===== src/rtl/rebd_pkg.sv =====
// ----------------------------------------------------------------------------
// rebd_pkg: shared definitions for the rotary encoder burst decoder
// Widths, stream packing, register indexes and direction codes.
// ----------------------------------------------------------------------------
`default_nettype none

package rebd_pkg;

  // Timestamp and tally widths.
  localparam int TIME_BITS  = 48;
  localparam int TALLY_BITS = 8;

  // Configuration register widths.
  localparam int CFG_BITS      = 24;
  localparam int PPS_BITS      = 4;
  localparam int CFG_ADDR_BITS = 2;

  // Result fields.
  localparam int STEP_BITS  = 9;
  localparam int STEP_LIMIT = 255;
  localparam int MAG_BITS   = STEP_BITS - 1;

  // Stream payload widths, padded to whole bytes.
  localparam int IN_DATA_BITS  = ((TIME_BITS + 2 + 7) / 8) * 8;
  localparam int OUT_DATA_BITS = ((STEP_BITS + 1 + 7) / 8) * 8;

  localparam logic [TALLY_BITS-1:0] TALLY_MAX = {TALLY_BITS{1'b1}};

  // Common width for comparing the tally against small constants.
  localparam int WIDE_BITS = (TALLY_BITS > STEP_BITS) ? TALLY_BITS : STEP_BITS;

  // Iteration counter of the restoring divider.
  localparam int DIV_CNT_BITS = $clog2(TALLY_BITS);

  // Reset values of the configuration registers.
  localparam logic [CFG_BITS-1:0] MIN_STEP_RESET     = CFG_BITS'(20000);
  localparam logic [CFG_BITS-1:0] REVERSE_LOCK_RESET = CFG_BITS'(100000);
  localparam logic [CFG_BITS-1:0] BURST_IDLE_RESET   = CFG_BITS'(80000);
  localparam logic [PPS_BITS-1:0] PPS_RESET          = PPS_BITS'(2);

  // Register indexes on the configuration port.
  typedef enum logic [CFG_ADDR_BITS-1:0] {
    REG_MIN_STEP_TIME     = 2'd0,
    REG_REVERSE_LOCK_TIME = 2'd1,
    REG_BURST_IDLE_TIME   = 2'd2,
    REG_PULSES_PER_STEP   = 2'd3
  } cfg_reg_t;

  // Two-bit two's complement direction and sign codes.
  typedef logic [1:0] dir_t;
  localparam dir_t DIR_NONE = 2'b00;
  localparam dir_t DIR_POS  = 2'b01;
  localparam dir_t DIR_NEG  = 2'b11;

endpackage

`default_nettype wire


===== src/rtl/rotary_encoder_burst_decoder.sv =====
// A sample that emits no steps passes through S_GAP, S_MIN, S_LOCK, S_BURST and S_DONE;
// one that emits steps runs the divider in S_DIV between S_BURST and S_DONE as well.
// A new sample is taken only after the last one leaves S_DONE, as the single shared subtractor
// does the gap, the three threshold compares and each bit of the divide.
// Reset (rst, synchronous, active high) restores register defaults, clears the
// decoder state and drops the output valid.
// ----------------------------------------------------------------------------
// rotary_encoder_burst_decoder: debounced rotary encoder with burst step output
// Decodes falling clock edges into pulses, filters them by step time and a
// reversal lock, tallies them and emits whole steps once the knob goes idle.
// ----------------------------------------------------------------------------
`default_nettype none

module rotary_encoder_burst_decoder (
  input  wire logic                               clk,
  input  wire logic                               rst,
  // Configuration write port.
  input  wire logic                               cfg_we,
  input  wire logic [rebd_pkg::CFG_ADDR_BITS-1:0] cfg_addr,
  input  wire logic [rebd_pkg::CFG_BITS-1:0]      cfg_wdata,
  // Sample stream.
  input  wire logic                               s_tvalid,
  output logic                                    s_tready,
  // s_tdata fields from bit 0 up: clock_level, data_level, sample_time.
  input  wire logic [rebd_pkg::IN_DATA_BITS-1:0]  s_tdata,
  // Result stream.
  output logic                                    m_tvalid,
  input  wire logic                               m_tready,
  // m_tdata fields from bit 0 up: step_count, hold_flag.
  output logic [rebd_pkg::OUT_DATA_BITS-1:0]      m_tdata
);

  localparam int TB = rebd_pkg::TIME_BITS;
  localparam int NB = rebd_pkg::TALLY_BITS;
  localparam int PB = rebd_pkg::PPS_BITS;

  // One-hot sequencer. S_GAP to S_BURST each use the shared subtractor once; S_DIV uses it for each quotient bit.
  typedef enum logic [6:0] {
    S_IDLE  = 7'b0000001,  // waiting for a sample
    S_GAP   = 7'b0000010,  // gap = now - last accepted pulse time
    S_MIN   = 7'b0000100,  // gap against minimum step time
    S_LOCK  = 7'b0001000,  // gap against reversal lock, then accept decision
    S_BURST = 7'b0010000,  // gap against burst idle time
    S_DIV   = 7'b0100000,  // one quotient bit per cycle
    S_DONE  = 7'b1000000   // result waits for the output register
  } state_t;

  state_t state;

  // Configuration registers.
  logic [rebd_pkg::CFG_BITS-1:0] min_step_time;
  logic [rebd_pkg::CFG_BITS-1:0] reverse_lock_time;
  logic [rebd_pkg::CFG_BITS-1:0] burst_idle_time;
  logic [PB-1:0]                 pulses_per_step;

  // Decoder state.
  logic                  previous_clock;
  rebd_pkg::dir_t        locked_direction;
  logic [TB-1:0]         last_accept_time;
  logic [NB-1:0]         pulse_tally;
  rebd_pkg::dir_t        run_sign;

  // Per-sample working registers.
  logic [TB-1:0]         now;
  rebd_pkg::dir_t        dir;
  logic [TB-1:0]         gap;
  logic                  ge_min;
  logic                  divided;
  logic                  hold;
  logic [NB-1:0]         div_src;
  logic [NB-1:0]         quot;
  logic [PB-1:0]         rem;
  logic [rebd_pkg::DIV_CNT_BITS-1:0] div_cnt;

  // Output register.
  logic [rebd_pkg::STEP_BITS-1:0] out_step;
  logic                           out_hold;

  // Shared subtractor: diff = a - b, borrow set when a < b.
  logic [TB-1:0] alu_a;
  logic [TB-1:0] alu_b;
  logic [TB:0]   alu_diff;
  logic          alu_borrow;

  // A zero pulses-per-step register acts as one.
  logic [PB-1:0] pps_eff;
  logic [PB:0]   div_shift;
  logic [PB-1:0] rem_new;
  logic          qbit;

  logic          in_fire;
  logic          accept;
  logic          tally_ge_pps;
  logic [rebd_pkg::WIDE_BITS-1:0] quot_wide;
  logic [rebd_pkg::MAG_BITS-1:0]  step_mag;
  logic [rebd_pkg::STEP_BITS-1:0] step_value;
  rebd_pkg::dir_t                 in_dir;

  assign pps_eff   = (pulses_per_step == '0) ? PB'(1) : pulses_per_step;
  assign div_shift = {rem, div_src[NB-1]};

  always_comb begin
    case (state)
      S_GAP: begin
        alu_a = now;
        alu_b = last_accept_time;
      end
      S_MIN: begin
        alu_a = gap;
        alu_b = TB'(min_step_time);
      end
      S_LOCK: begin
        alu_a = gap;
        alu_b = TB'(reverse_lock_time);
      end
      S_BURST: begin
        alu_a = gap;
        alu_b = TB'(burst_idle_time);
      end
      S_DIV: begin
        alu_a = TB'(div_shift);
        alu_b = TB'(pps_eff);
      end
      default: begin
        alu_a = '0;
        alu_b = '0;
      end
    endcase
  end

  assign alu_diff   = {1'b0, alu_a} - {1'b0, alu_b};
  assign alu_borrow = alu_diff[TB];

  // Restoring divide step: subtract when the shifted remainder reaches the divisor.
  assign qbit    = ~alu_borrow;
  assign rem_new = qbit ? alu_diff[PB-1:0] : div_shift[PB-1:0];

  assign in_fire = s_tvalid && s_tready;
  assign s_tready = (state == S_IDLE);

  // A falling clock edge is a pulse; the data line gives its direction.
  assign in_dir = (previous_clock && !s_tdata[0]) ?
                  (s_tdata[1] ? rebd_pkg::DIR_POS : rebd_pkg::DIR_NEG) : rebd_pkg::DIR_NONE;

  // Accept decision in S_LOCK, where the subtractor borrow means gap < lock time.
  // A reversal against the locked direction inside the lock window is rejected.
  assign accept = (dir != rebd_pkg::DIR_NONE) && ge_min &&
                  !((locked_direction != rebd_pkg::DIR_NONE) &&
                    (dir != locked_direction) && alu_borrow);

  assign tally_ge_pps = rebd_pkg::WIDE_BITS'(pulse_tally) >= rebd_pkg::WIDE_BITS'(pps_eff);

  // Whole steps saturate to the step limit and take the run's sign.
  assign quot_wide = rebd_pkg::WIDE_BITS'(quot);
  assign step_mag  = (quot_wide > rebd_pkg::WIDE_BITS'(rebd_pkg::STEP_LIMIT)) ?
                     rebd_pkg::MAG_BITS'(rebd_pkg::STEP_LIMIT) : quot_wide[rebd_pkg::MAG_BITS-1:0];

  always_comb begin
    if (!divided) begin
      step_value = '0;
    end else if (run_sign == rebd_pkg::DIR_NEG) begin
      step_value = -{1'b0, step_mag};
    end else if (run_sign == rebd_pkg::DIR_POS) begin
      step_value = {1'b0, step_mag};
    end else begin
      step_value = '0;
    end
  end

  // Configuration writes.
  always_ff @(posedge clk) begin
    if (rst) begin
      min_step_time     <= rebd_pkg::MIN_STEP_RESET;
      reverse_lock_time <= rebd_pkg::REVERSE_LOCK_RESET;
      burst_idle_time   <= rebd_pkg::BURST_IDLE_RESET;
      pulses_per_step   <= rebd_pkg::PPS_RESET;
    end else if (cfg_we) begin
      case (cfg_addr)
        rebd_pkg::REG_MIN_STEP_TIME:     min_step_time     <= cfg_wdata;
        rebd_pkg::REG_REVERSE_LOCK_TIME: reverse_lock_time <= cfg_wdata;
        rebd_pkg::REG_BURST_IDLE_TIME:   burst_idle_time   <= cfg_wdata;
        rebd_pkg::REG_PULSES_PER_STEP:   pulses_per_step   <= cfg_wdata[PB-1:0];
        default: ;
      endcase
    end
  end

  // Sequencer and decoder state.
  always_ff @(posedge clk) begin
    if (rst) begin
      state            <= S_IDLE;
      previous_clock   <= 1'b1;
      locked_direction <= rebd_pkg::DIR_NONE;
      last_accept_time <= '0;
      pulse_tally      <= '0;
      run_sign         <= rebd_pkg::DIR_NONE;
      m_tvalid         <= 1'b0;
    end else begin
      // The output register loads when it is empty or being drained; a result
      // taken with nothing new behind it leaves the register empty.
      if ((state == S_DONE) && (!m_tvalid || m_tready)) begin
        m_tvalid <= 1'b1;
      end else if (m_tready) begin
        m_tvalid <= 1'b0;
      end
      case (state)
        S_IDLE: begin
          if (in_fire) begin
            now            <= s_tdata[TB+1:2];
            dir            <= in_dir;
            previous_clock <= s_tdata[0];
            state          <= S_GAP;
          end
        end
        S_GAP: begin
          gap   <= alu_diff[TB-1:0];
          state <= S_MIN;
        end
        S_MIN: begin
          ge_min <= ~alu_borrow;
          state  <= S_LOCK;
        end
        S_LOCK: begin
          if (accept) begin
            locked_direction <= dir;
            last_accept_time <= now;
            // The idle check that follows sees a gap of zero.
            gap <= '0;
            if (dir != run_sign) begin
              run_sign    <= dir;
              pulse_tally <= NB'(1);
            end else if (pulse_tally != rebd_pkg::TALLY_MAX) begin
              pulse_tally <= pulse_tally + NB'(1);
            end
          end
          state <= S_BURST;
        end
        S_BURST: begin
          if (tally_ge_pps && !alu_borrow) begin
            // Idle long enough with at least one whole step held.
            div_src <= pulse_tally;
            rem     <= '0;
            div_cnt <= rebd_pkg::DIV_CNT_BITS'(NB - 1);
            divided <= 1'b1;
            hold    <= 1'b0;
            state   <= S_DIV;
          end else begin
            divided <= 1'b0;
            hold    <= (pulse_tally != '0) && alu_borrow;
            state   <= S_DONE;
          end
        end
        S_DIV: begin
          div_src <= {div_src[NB-2:0], 1'b0};
          quot    <= {quot[NB-2:0], qbit};
          rem     <= rem_new;
          div_cnt <= div_cnt - rebd_pkg::DIV_CNT_BITS'(1);
          if (div_cnt == '0) begin
            pulse_tally      <= NB'(rem_new);
            locked_direction <= rebd_pkg::DIR_NONE;
            state            <= S_DONE;
          end
        end
        S_DONE: begin
          if (!m_tvalid || m_tready) begin
            out_step <= step_value;
            out_hold <= hold;
            state    <= S_IDLE;
          end
        end
        default: begin
          state <= S_IDLE;
        end
      endcase
    end
  end

  assign m_tdata = rebd_pkg::OUT_DATA_BITS'({out_hold, out_step});

endmodule

`default_nettype wire


===== config.mk =====
export PLATFORM = sky130hd
export DESIGN_NAME = rotary_encoder_burst_decoder
export DESIGN_NICKNAME = d
export VERILOG_FILES = /design/src/rtl/rebd_pkg.sv /design/src/rtl/rotary_encoder_burst_decoder.sv
export SDC_FILE = /design/constraint.sdc
export NUM_CORES = 1
export LEC_CHECK = 0
export ABC_AREA = 0
export BUFFER_PORTS_ARGS = -buffer_cell sky130_fd_sc_hd__buf_2
export CORE_ASPECT_RATIO = 2
export CORE_MARGIN = 2
export CORE_UTILIZATION = 60
export CTS_BUF_LIST = sky130_fd_sc_hd__clkbuf_4 sky130_fd_sc_hd__clkbuf_8
export DETAILED_ROUTE_END_ITERATION = 6
export PLACE_DENSITY = 0.79
export SLEW_MARGIN = 15
export SYNTH_ARGS = -nofsm -noshare
export SYNTH_HDL_FRONTEND = slang
export SYNTH_SLANG_ARGS = --single-unit

===== constraint.sdc =====
create_clock -name clk -period 9.7 [get_ports clk]
set_clock_uncertainty 0.2 [all_clocks]
set_input_delay 0.97 -clock clk [delete_from_list [all_inputs] [get_ports clk]]
set_output_delay 0.97 -clock clk [all_outputs]
set_load 0.02 [all_outputs]

== Word level (Yosys, flattened, before mapping) ==
Index checks and enable logic that the tools add are counted.
W data, S select, Z words.
Storage, ports and cells
  bits in registers: 279
  latch bits: 0
  memory bits (writable): 0
  memory bits (read-only): 0
  output and inout bits: 18
  memories: 0
Cells by class
  add/subtract/negate cells: 4
  multipliers: 0
  divide/modulo/power cells: 0
  order comparisons: 2
  equality and inequality tests: 21
  shifts and indexed selects: 0
  mux-type cells: 32
  bitwise operators: 2
  reductions and logical operators: 42
Operator list (count)
  $pmux W48 S5: 1
  $pmux W48 S3: 1
  $pmux W48 S2: 1
  $mux W8: 7
  $pmux W7 S7: 1
  $sub A48 B48 Y49: 1
  $mux W48: 1
  $pmux W8 S2: 2
  $mux W7: 4
  $reduce_and A3 Y1: 7
  $reduce_and A2 Y1: 9
  $mux W4: 3
  $reduce_bool A2 Y1: 6
  $logic_and A1 B1 Y1: 9
  $mux W9: 1
  $neg A8 Y9: 1
  $add A8 B1 Y8 const B: 1
  $ge A8 B4 Y1: 1
  $gt A8 B8 Y1 const B: 1
  $ne A8 B8 Y1 const B: 1
  $pmux W4 S2: 1
  $reduce_bool A8 Y1: 1
  $eq A7 B1 Y1 const B: 1
  $eq A7 B2 Y1 const B: 1
  other kinds (25): 40

== Longest topological paths before layout ==
Gate-level depths: netlist (run 1).
  word-level depth: 9
  depth in mapped cells: 22
  mapped depth without buffers: 17

== Worst setup path after synthesis (run 1) ==
Ideal clock, no wire load.
  path type: flip-flop to flip-flop
  start point: register state[0]
  end point: register gap[0], enable pin
  data arrival time: 6.523 ns
  setup slack: 2.507 ns
  cell stages (with the launch flop): 22
  path buffers: 5
  period minus slack after synthesis: 7.193 ns
  cell sequence: dfxtp_1 nor3_1 nand2_1 nor3b_1 or3_1 clkbuf_1 clkbuf_1 buf_2 a222oi_1 ha_1 inv_1 fa_1 a211oi_1 o21ai_1 nand4_1 a21oi_2 o211ai_2 a41oi_2 o2111ai_1 buf_4 buf_4 a21oi_1
Between the ends
  word-level cells in the longest chain between the ends: 9
  elaborated cells on any way between the ends: 15
  classes of those cells: add/sub (1); eq/ne (6); mux (2); reduce/logical (6)
RTL lines
  start: declaration: RTL line rotary_encoder_burst_decoder.sv:48  | state_t state;
  start signal: assignment: RTL line rotary_encoder_burst_decoder.sv:191  | state <= S_IDLE;
  start signal: assignment: RTL line rotary_encoder_burst_decoder.sv:212  | state <= S_GAP;
  start signal: assignment: RTL line rotary_encoder_burst_decoder.sv:217  | state <= S_MIN;
  $eq A7 B5 Y1, or another cell as far along: RTL line rotary_encoder_burst_decoder.sv:103  | case (state)
  $reduce_or A3 Y1 (no line)
  $pmux W48 S3: RTL line rotary_encoder_burst_decoder.sv:103
  $sub A48 B48 Y49: RTL line rotary_encoder_burst_decoder.sv:131  | assign alu_diff = {1'b0, alu_a} - {1'b0, alu_b};
  $logic_and A1 B1 Y1: RTL line rotary_encoder_burst_decoder.sv:149  | (dir != locked_direction) && alu_borrow);
  $logic_not A1 Y1: RTL line rotary_encoder_burst_decoder.sv:148  | !((locked_direction != rebd_pkg::DIR_NONE) &&
  $logic_and A1 B1 Y1: RTL line rotary_encoder_burst_decoder.sv:147  | assign accept = (dir != rebd_pkg::DIR_NONE) && ge_min &&
  $ne A2 B2 Y1 (no line)
  $reduce_and A3 Y1 (no line) *
  end signal: assignment: RTL line rotary_encoder_burst_decoder.sv:216  | gap <= alu_diff[TB-1:0];
  end: declaration: RTL line rotary_encoder_burst_decoder.sv:66  | logic [TB-1:0] gap;
Every way passes the cells marked *; elsewhere a longest branch is shown, timed or not.
A chain may end at the register's enable or synchronous reset.

== Worst setup path in the final report (run 1) ==
  start point: register state[0]
  end point: register last_accept_time[27]
Between the ends
  word-level cells in the longest chain between the ends: 8
  elaborated cells on any way between the ends: 13
  classes of those cells: add/sub (1); eq/ne (5); mux (2); reduce/logical (5)
RTL lines
  $eq A7 B5 Y1, or another cell as far along: RTL line rotary_encoder_burst_decoder.sv:103
  $reduce_or A3 Y1 (no line)
  $pmux W48 S3: RTL line rotary_encoder_burst_decoder.sv:103
  $sub A48 B48 Y49: RTL line rotary_encoder_burst_decoder.sv:131
  $logic_and A1 B1 Y1: RTL line rotary_encoder_burst_decoder.sv:149
  $logic_not A1 Y1: RTL line rotary_encoder_burst_decoder.sv:148
  $logic_and A1 B1 Y1: RTL line rotary_encoder_burst_decoder.sv:147
  $reduce_and A2 Y1 (no line) *
  end signal: assignment: RTL line rotary_encoder_burst_decoder.sv:226  | last_accept_time <= now;
  end: declaration: RTL line rotary_encoder_burst_decoder.sv:59  | logic [TB-1:0] last_accept_time;
Marks and branches as above.

==> flow_summary.toml, run 1 <==
[outcome]
outcome = "completed"

[pwr]
pwr_density_cell_mw_per_mm2 = 167
p_leak_uw = 0.00668
vdd_drop_max_mv = 0.139

[sta]
fin_setup_tns_ns = 0
setup_viol = 0
tightest_slew_ns = 1.17
rsz0062_at_grt = "no"
max_freq_mhz = 152
final.min_clock_period_ns = 6.58
whs_ns = 0.255
fin_ws_ns = 3.12
maxSlewHeadroom = 0.220
hold_violations = 0
slew_violations = 0
finalCritPeriodShare = 0.678

[synthesis]
synthAdderAreaFrac = 0.0518
synth_compound_area_frac = 0.182
netlist_area_mm2 = 0.0141
synth-simple-area-share = 0.174
synth_xor_area_frac = 0.0235
yosysUniqueCellTypes = 73
yosysWarnings = 0
synth_top_family_by_area = "compound AO/OA/AOI/OAI gates"
syn_inst = 1474
synth_mux_area_frac = 0.0411
ys_seq_elements = 279
synth_edf_count = 134
synth-seq-area-share = 0.490
avgSynthCellArea_um2 = 9.60
synth-main-ff-cell = "dfxtp_1"
async_flop_share = 0

[clock_network]
cts_resized = 0
cts_num_sinks = 279
cts-root-buf = "clkbuf_8"
cts_buffer_depth = 3
cts_setup_buffers = 0
clk_pin_slew_worst_paths_ns = 0.07
htree_levels = 2
cts_buffers = 40
clock_latency_ns = 0.56
cts_hold_buf = 0
cts_tree = "built"

[setup_path]
reg2reg_from = "state[0]"
cp.depth = 16
cp_top_family = "simple AND/OR/NAND/NOR gates"
critical_path.most_common_cell = "buf_4"
critical_path_required_ns = 9.90
crit_path_start = "state[0]"
critPathSlowestCell = "nor3b_2"
worstPathMaxFanout = 55
path_buf_inv = 2
critPathMaxStageDelay_ns = 0.94
end_kind = "flop"
rr_worst_depth = 16
cp_cell_sequence = "nor3_1 -> nand2_1 -> nor3b_2 -> buf_4 -> a22o_1 -> ha_1 -> a2111oi_0 -> o21ai_1 -> nand4_1 -> a21oi_2 -> o211ai_2 -> nand2_2 -> o2111ai_4 -> buf_4 -> mux2i_1 -> nor2_1"
critical_path_class = "reg -> reg"
critPathLaunchType = "flop"
cp.arrival_ns = 6.78

[die]
boundaryPins = 105
die_h_um = 221
start_util = 0.609
chipWidth_um = 113
core_mm2 = 0.0232
rows = 79
dieArea_mm2 = 0.0249

[detailed_routing]
vias = 11300
ant_nets = 0
wl_per_cell_um = 18.9
vias_per_cell = 6.13
finalWirelength_um = 34900
drc = 0
first_pass_iters = 7
drt_iter0_drc = 803

[worst_hold_path]
min_path_type = "reg -> reg"
holdPathStages = 2
min_from = "burst_idle_time[6]"

[grt]
groute.usage.overall = 0.279
grt_pass1_vias = 11500
grt_pass1_wl_um = 56300
grt_start_max_net_pins = 102
antenna_found_initial = 0
grt-ovfl-total = 0

[final_layout]
nets = 1682
ff_latch_area_mm2 = 0.00693
utilization = 0.673
drive_above_1_share = 0.131
multi_input_area_mm2 = 0.00675
nFillCells = 1870
syn2layout_area_growth_pct = 10.5
antennaDiodeCount = 0

[placement]
gp_congestion = 0.928
dp_slack_ns = 3.27
post-dp-hpwl_um = 23000
port_buffers = 92

[run]
drv_cap = 0
## worst register-to-register path: stages, from the launching register on
cell	delay, ns
dfxtp_1	0.34
nor3_1	0.34
nand2_1	0.16
nor3b_2	0.94
buf_4	0.66
a22o_1	0.24
ha_1	0.30
a2111oi_0	0.42
o21ai_1	0.17
nand4_1	0.30
a21oi_2	0.13
o211ai_2	0.38
nand2_2	0.28
o2111ai_4	0.31
buf_4	0.87
mux2i_1	0.33
nor2_1	0.07
## registers in the layout, indices dropped and copies added (netlist names), 2 cells and up
register	cells
gap	48
last_accept_time	48
now	48
burst_idle_time	24
min_step_time	24
reverse_lock_time	24
out_step	9
div_src	8
pulse_tally	8
quot	8
state	7
pulses_per_step	4
rem	4
div_cnt	3
dir	2
locked_direction	2
run_sign	2
## logic make-up after synthesis
family | after synthesis
simple gates | 544
compound gates | 372
flops | 279
buf+inv | 124
fa+ha+maj | 58
mux | 58
xor+xnor | 38
other cells | 1
## final timing paths
path                          end  slack, ns
max          last_accept_time[27]       3.12
min            burst_idle_time[6]       0.26
min reg2reg    burst_idle_time[6]       0.26
max reg2reg  last_accept_time[27]       3.12
## cell type report
cell class              instances  area share
clock buffers                  60      0.0464
clock inverters                11     0.00993
inverters                      31     0.00745
multi-input cells            1076       0.432
flip-flops and latches        279       0.443
well taps                     283      0.0227
repair buffers                109      0.0380
## routing by layer
metal  wire length (um)  up-vias  part of all wire  global-route usage
met4               1890        0             0.054               0.159
met2              18600      399              0.53               0.511
met5                  0        -                 0                   0
met1              12600     5396              0.36               0.301
met3               1870      112             0.053              0.0392
li1                   -     5436                 -                   -
## cell usage after synthesis, types with 4 or more instances
cell type / instances / area share
nand2_1: 255 / 0.068
dfxtp_1: 145 / 0.21
nor2_1: 135 / 0.036
edfxtp_1: 134 / 0.28
a21oi_1: 119 / 0.042
clkbuf_1: 68 / 0.018
a22o_1: 63 / 0.039
ha_1: 57 / 0.050
mux2i_1: 57 / 0.040
o21ai_0: 34 / 0.012
a21o_1: 31 / 0.016
inv_1: 31 / 0.0082
a221oi_1: 22 / 0.014
nor3_1: 22 / 0.0078
xor2_1: 22 / 0.014
o21a_1: 19 / 0.010
and3_1: 18 / 0.0080
nand3_1: 17 / 0.0060
nand3b_1: 17 / 0.0090
nor2b_1: 16 / 0.0071
xnor2_1: 16 / 0.0099
o21bai_1: 13 / 0.0069
nand2b_1: 12 / 0.0053
nand4_1: 10 / 0.0044
buf_4: 9 / 0.0048
nor3b_1: 9 / 0.0048
a222oi_1: 8 / 0.0057
buf_2: 8 / 0.0028
and2_1: 7 / 0.0031
o21ai_1: 7 / 0.0025
o31ai_1: 7 / 0.0037
a211oi_1: 6 / 0.0032
a31oi_1: 5 / 0.0022
o211ai_1: 5 / 0.0027
or2_2: 5 / 0.0022
or3_1: 5 / 0.0022
a21boi_0: 4 / 0.0021
buf_1: 4 / 0.0011
buf_6: 4 / 0.0032
## where the power goes
group,internal [uW],switching (uW)
clock,586,449
combinational,112,173
sequential,1270,15.1
## through the flow
step / area (um^2) / power (uW) / cells
2_1_floorplan: 14200 / 1510 / 1479
3_3_place_gp: 14700 / 1580 / 1777
3_5_place_dp: 14700 / 1590 / 1777
4_1_cts: 15600 / 2620 / 1848
5_1_grt: 15600 / 2700 / 1849
6_report: 15600 / 2610 / 1849
## cells in the final DEF, fill, tap and decap left out, drive strengths merged, types with 11 or more instances in the layout
| cell type | synthesis | routed |
|---|---|---|
| a21o | 31 | 31 |
| a21oi | 121 | 121 |
| a221oi | 22 | 22 |
| a22o | 63 | 63 |
| and3 | 18 | 18 |
| buf | 25 | 109 |
| clkbuf | 68 | 60 |
| dfxtp | 145 | 145 |
| edfxtp | 134 | 134 |
| ha | 57 | 57 |
| inv | 31 | 31 |
| mux2i | 57 | 57 |
| nand2 | 256 | 256 |
| nand2b | 12 | 12 |
| nand3 | 17 | 17 |
| nand3b | 17 | 17 |
| nand4 | 11 | 11 |
| nor2 | 135 | 135 |
| nor2b | 16 | 16 |
| nor3 | 22 | 22 |
| o21a | 19 | 19 |
| o21ai | 41 | 41 |
| o21bai | 13 | 13 |
| xnor2 | 16 | 16 |
| xor2 | 22 | 22 |
Note: power is estimated with default switching activity, not from simulation.
==> run 2, diff against run 1 <==
Settings changed: ABC_AREA 0 to 1, CORE_UTILIZATION 60 to 57, PLACE_DENSITY 0.79 to 0.78.
Clock period 9.7 ns to 5.8 ns, I/O delays scaled along.
==> run 2 against run 1 <==
Global-route usage grew 0.70 points. Flip-flop and latch count did not move. Via count up 15%. Hold slack got worse by 0.21 ns. Critical path type unchanged. Highest routed layer unchanged.
==> flow_summary.toml, run 2 <==
[die]
rows = 83
chipWidth_um = 117
dieArea_mm2 = 0.0271
boundaryPins = 105
core_mm2 = 0.0254
start_util = 0.576
die_h_um = 231

[synthesis]
synth-seq-area-share = 0.472
yosysUniqueCellTypes = 55
yosysTopAreaCellShare = 0.274
ys_seq_elements = 279
async_flop_share = 0
yosysWarnings = 0
synth_commonest_cells = "nand2_1 (300), nor2_1 (235), inv_1 (211), a21oi_1 (175), dfxtp_1 (145)"
yosysMostFrequentCell = "nand2_1"
avgSynthCellArea_um2 = 8.03
synth_edf_count = 134
netlist_area_mm2 = 0.0147
synth_top_area_cell = "edfxtp_1"
syn_inst = 1826
yosys-top-cells-area = "edfxtp_1 (27%), dfxtp_1 (20%), nand2_1 (7.7%)"
synth-main-ff-cell = "dfxtp_1"

[sta]
maxSlewHeadroom = 0.247
slew_violations = 0
fin_setup_tns_ns = 0
setup_viol = 0
tightest_slew_ns = 1.13
finalCritPeriodShare = 0.882
max_freq_mhz = 196
final.min_clock_period_ns = 5.11
hold_violations = 0
rsz0062_at_grt = "no"

[setup_path]
rr_worst_depth = 20
critical_path_required_ns = 5.85
worstPathMaxFanout = 48
cp.arrival_ns = 5.16
reg2reg_from = "state[4]"
critPathLaunchType = "flop"
critPathSlowestCell = "nand3_2"
cp_cell_sequence = "nor3_4 -> nand2_4 -> nand3_2 -> a21oi_1 -> ha_1 -> inv_1 -> fa_1 -> nand2_1 -> nand2_1 -> nand3_1 -> nand2_1 -> nand2_1 -> nand2_1 -> nand2_1 -> nand4_2 -> nand2_2 -> nand2_4 -> nand2_1 -> a21oi_4 -> buf_12"
crit_path_start = "state[4]"
end_kind = "flop"
critical_path_class = "reg -> reg"
critPathMaxStageDelay_ns = 0.57
critical_path.most_common_cell = "nand2_1"

[clock_network]
cts_resized = 0
clk_pin_slew_worst_paths_ns = 0.07
clock_latency_ns = 0.60
cts_setup_buffers = 0
cts-root-buf = "clkbuf_8"
htree_levels = 2
cts_hold_buf = 48
cts_buffer_depth = 3
cts_num_sinks = 279
cts_tree = "built"
cts_buffers = 40

[pwr]
p_leak_uw = 0.00752
pwr_density_cell_mw_per_mm2 = 279
p_total_uw = 4670
vdd_drop_max_mv = 0.270

[final_layout]
nets = 2100
syn2layout_area_growth_pct = 14.2
final_cell_mix = "nand2_1 (300), nor2_1 (235), inv_1 (211)"
drive_above_1_share = 0.110
fin_area_mm2 = 0.0168
reg_top3 = "gap x48, last_accept_time x48, now x48"
mostFrequentLayoutCell = "nand2_1"

[detailed_routing]
vias = 13000
finalWirelength_um = 38600
wl_per_cell_um = 16.6
vias_per_cell = 5.61
first_pass_iters = 5
drt_iter0_drc = 958
drc = 0
ant_nets = 0

[placement]
post-dp-hpwl_um = 26700
placed_area_mm2 = 0.0154
gp_congestion = 1.01
port_buffers = 92

[run]
drv_cap = 0

[grt]
groute.usage.overall = 0.286
antenna_found_initial = 1
grt_pass1_vias = 12800
grt_start_max_net_pins = 84
grt-ovfl-total = 0
grt_pass1_wl_um = 62900

[worst_hold_path]
min_from = "cfg_wdata[10]"
min_path_type = "in -> reg"
holdPathStages = 3

[outcome]
outcome = "completed"
-- run 2: changes by cell type after synthesis, moves of 45 or more --
cell	previous run	this run
a21oi_1	119	175
inv_1	31	211
o21ai_1	7	56
nand2_1	255	300
mux2i_1	57	0
o21ai_0	34	135
nor2_1	135	235
-- run 2: kinds of logic (layout without fill, tap and decap cells) --
kind of cell	count (synthesis)	in the layout	share of synthesized area
XOR/XNOR	2	2	0.00119
adder cells (fa/ha/maj)	58	58	0.0500
flip-flops	279	279	0.472
AO/OA/AOI/OAI	518	518	0.207
AND/OR/NAND/NOR	662	662	0.188
other	1	7	0.000256
buffers and inverters	306	458	0.0819
-- run 2: path summary, 6_finish.rpt --
check                               end  slack [ns]
setup / recovery                gap[31]        0.69
hold / removal    reverse_lock_time[10]        0.04
setup reg to reg                gap[31]        0.69
hold reg to reg                out_hold        0.24
-- run 2: power breakdown --
group / total [uW] / leakage [uW] / switching [uW] / internal [uW]
sequential: 2190 / 0.00241 / 30.2 / 2160
combinational: 858 / 0.00467 / 565 / 293
clock: 1630 / 0.000444 / 767 / 859
-- run 2: final cells by class --
type,count,area (um^2)
clock inverter,11,95.1
inverter,229,861
fill,2150,8690
clock buffer,59,731
multi-input combinational,1246,6590
sequential,279,6930
timing repair buffer,159,1120
antenna,1,2.50
tap,340,425
-- run 2: worst max-delay path, delay by kind of cell, from the launching register on --
kind | cells | cell delay (ns)
adder cells (fa/ha/maj) | 2 | 0.63
AO/OA/AOI/OAI | 2 | 0.37
flip-flops | 1 | 0.36
AND/OR/NAND/NOR | 14 | 2.70
buffers and inverters | 2 | 0.47
-- run 2: metal layers --
layer / global-route usage / wire length, um
met1: 0.332 / 15300
met2: 0.506 / 19100
met3: 0.0371 / 2080
met4: 0.166 / 2180
met5: 0 / 0
-- run 2: metrics by stage --
step	instances	util	hold WS [ns]	setup WS (ns)
floorplan	1831	-	0.200	0.632
global placement	2205	0.607	0.214	0.907
detailed placement	2205	0.607	0.216	0.840
CTS	2323	0.658	0.0225	0.730
global route	2324	0.658	0.0512	0.336
finish	2324	0.658	0.0421	0.686
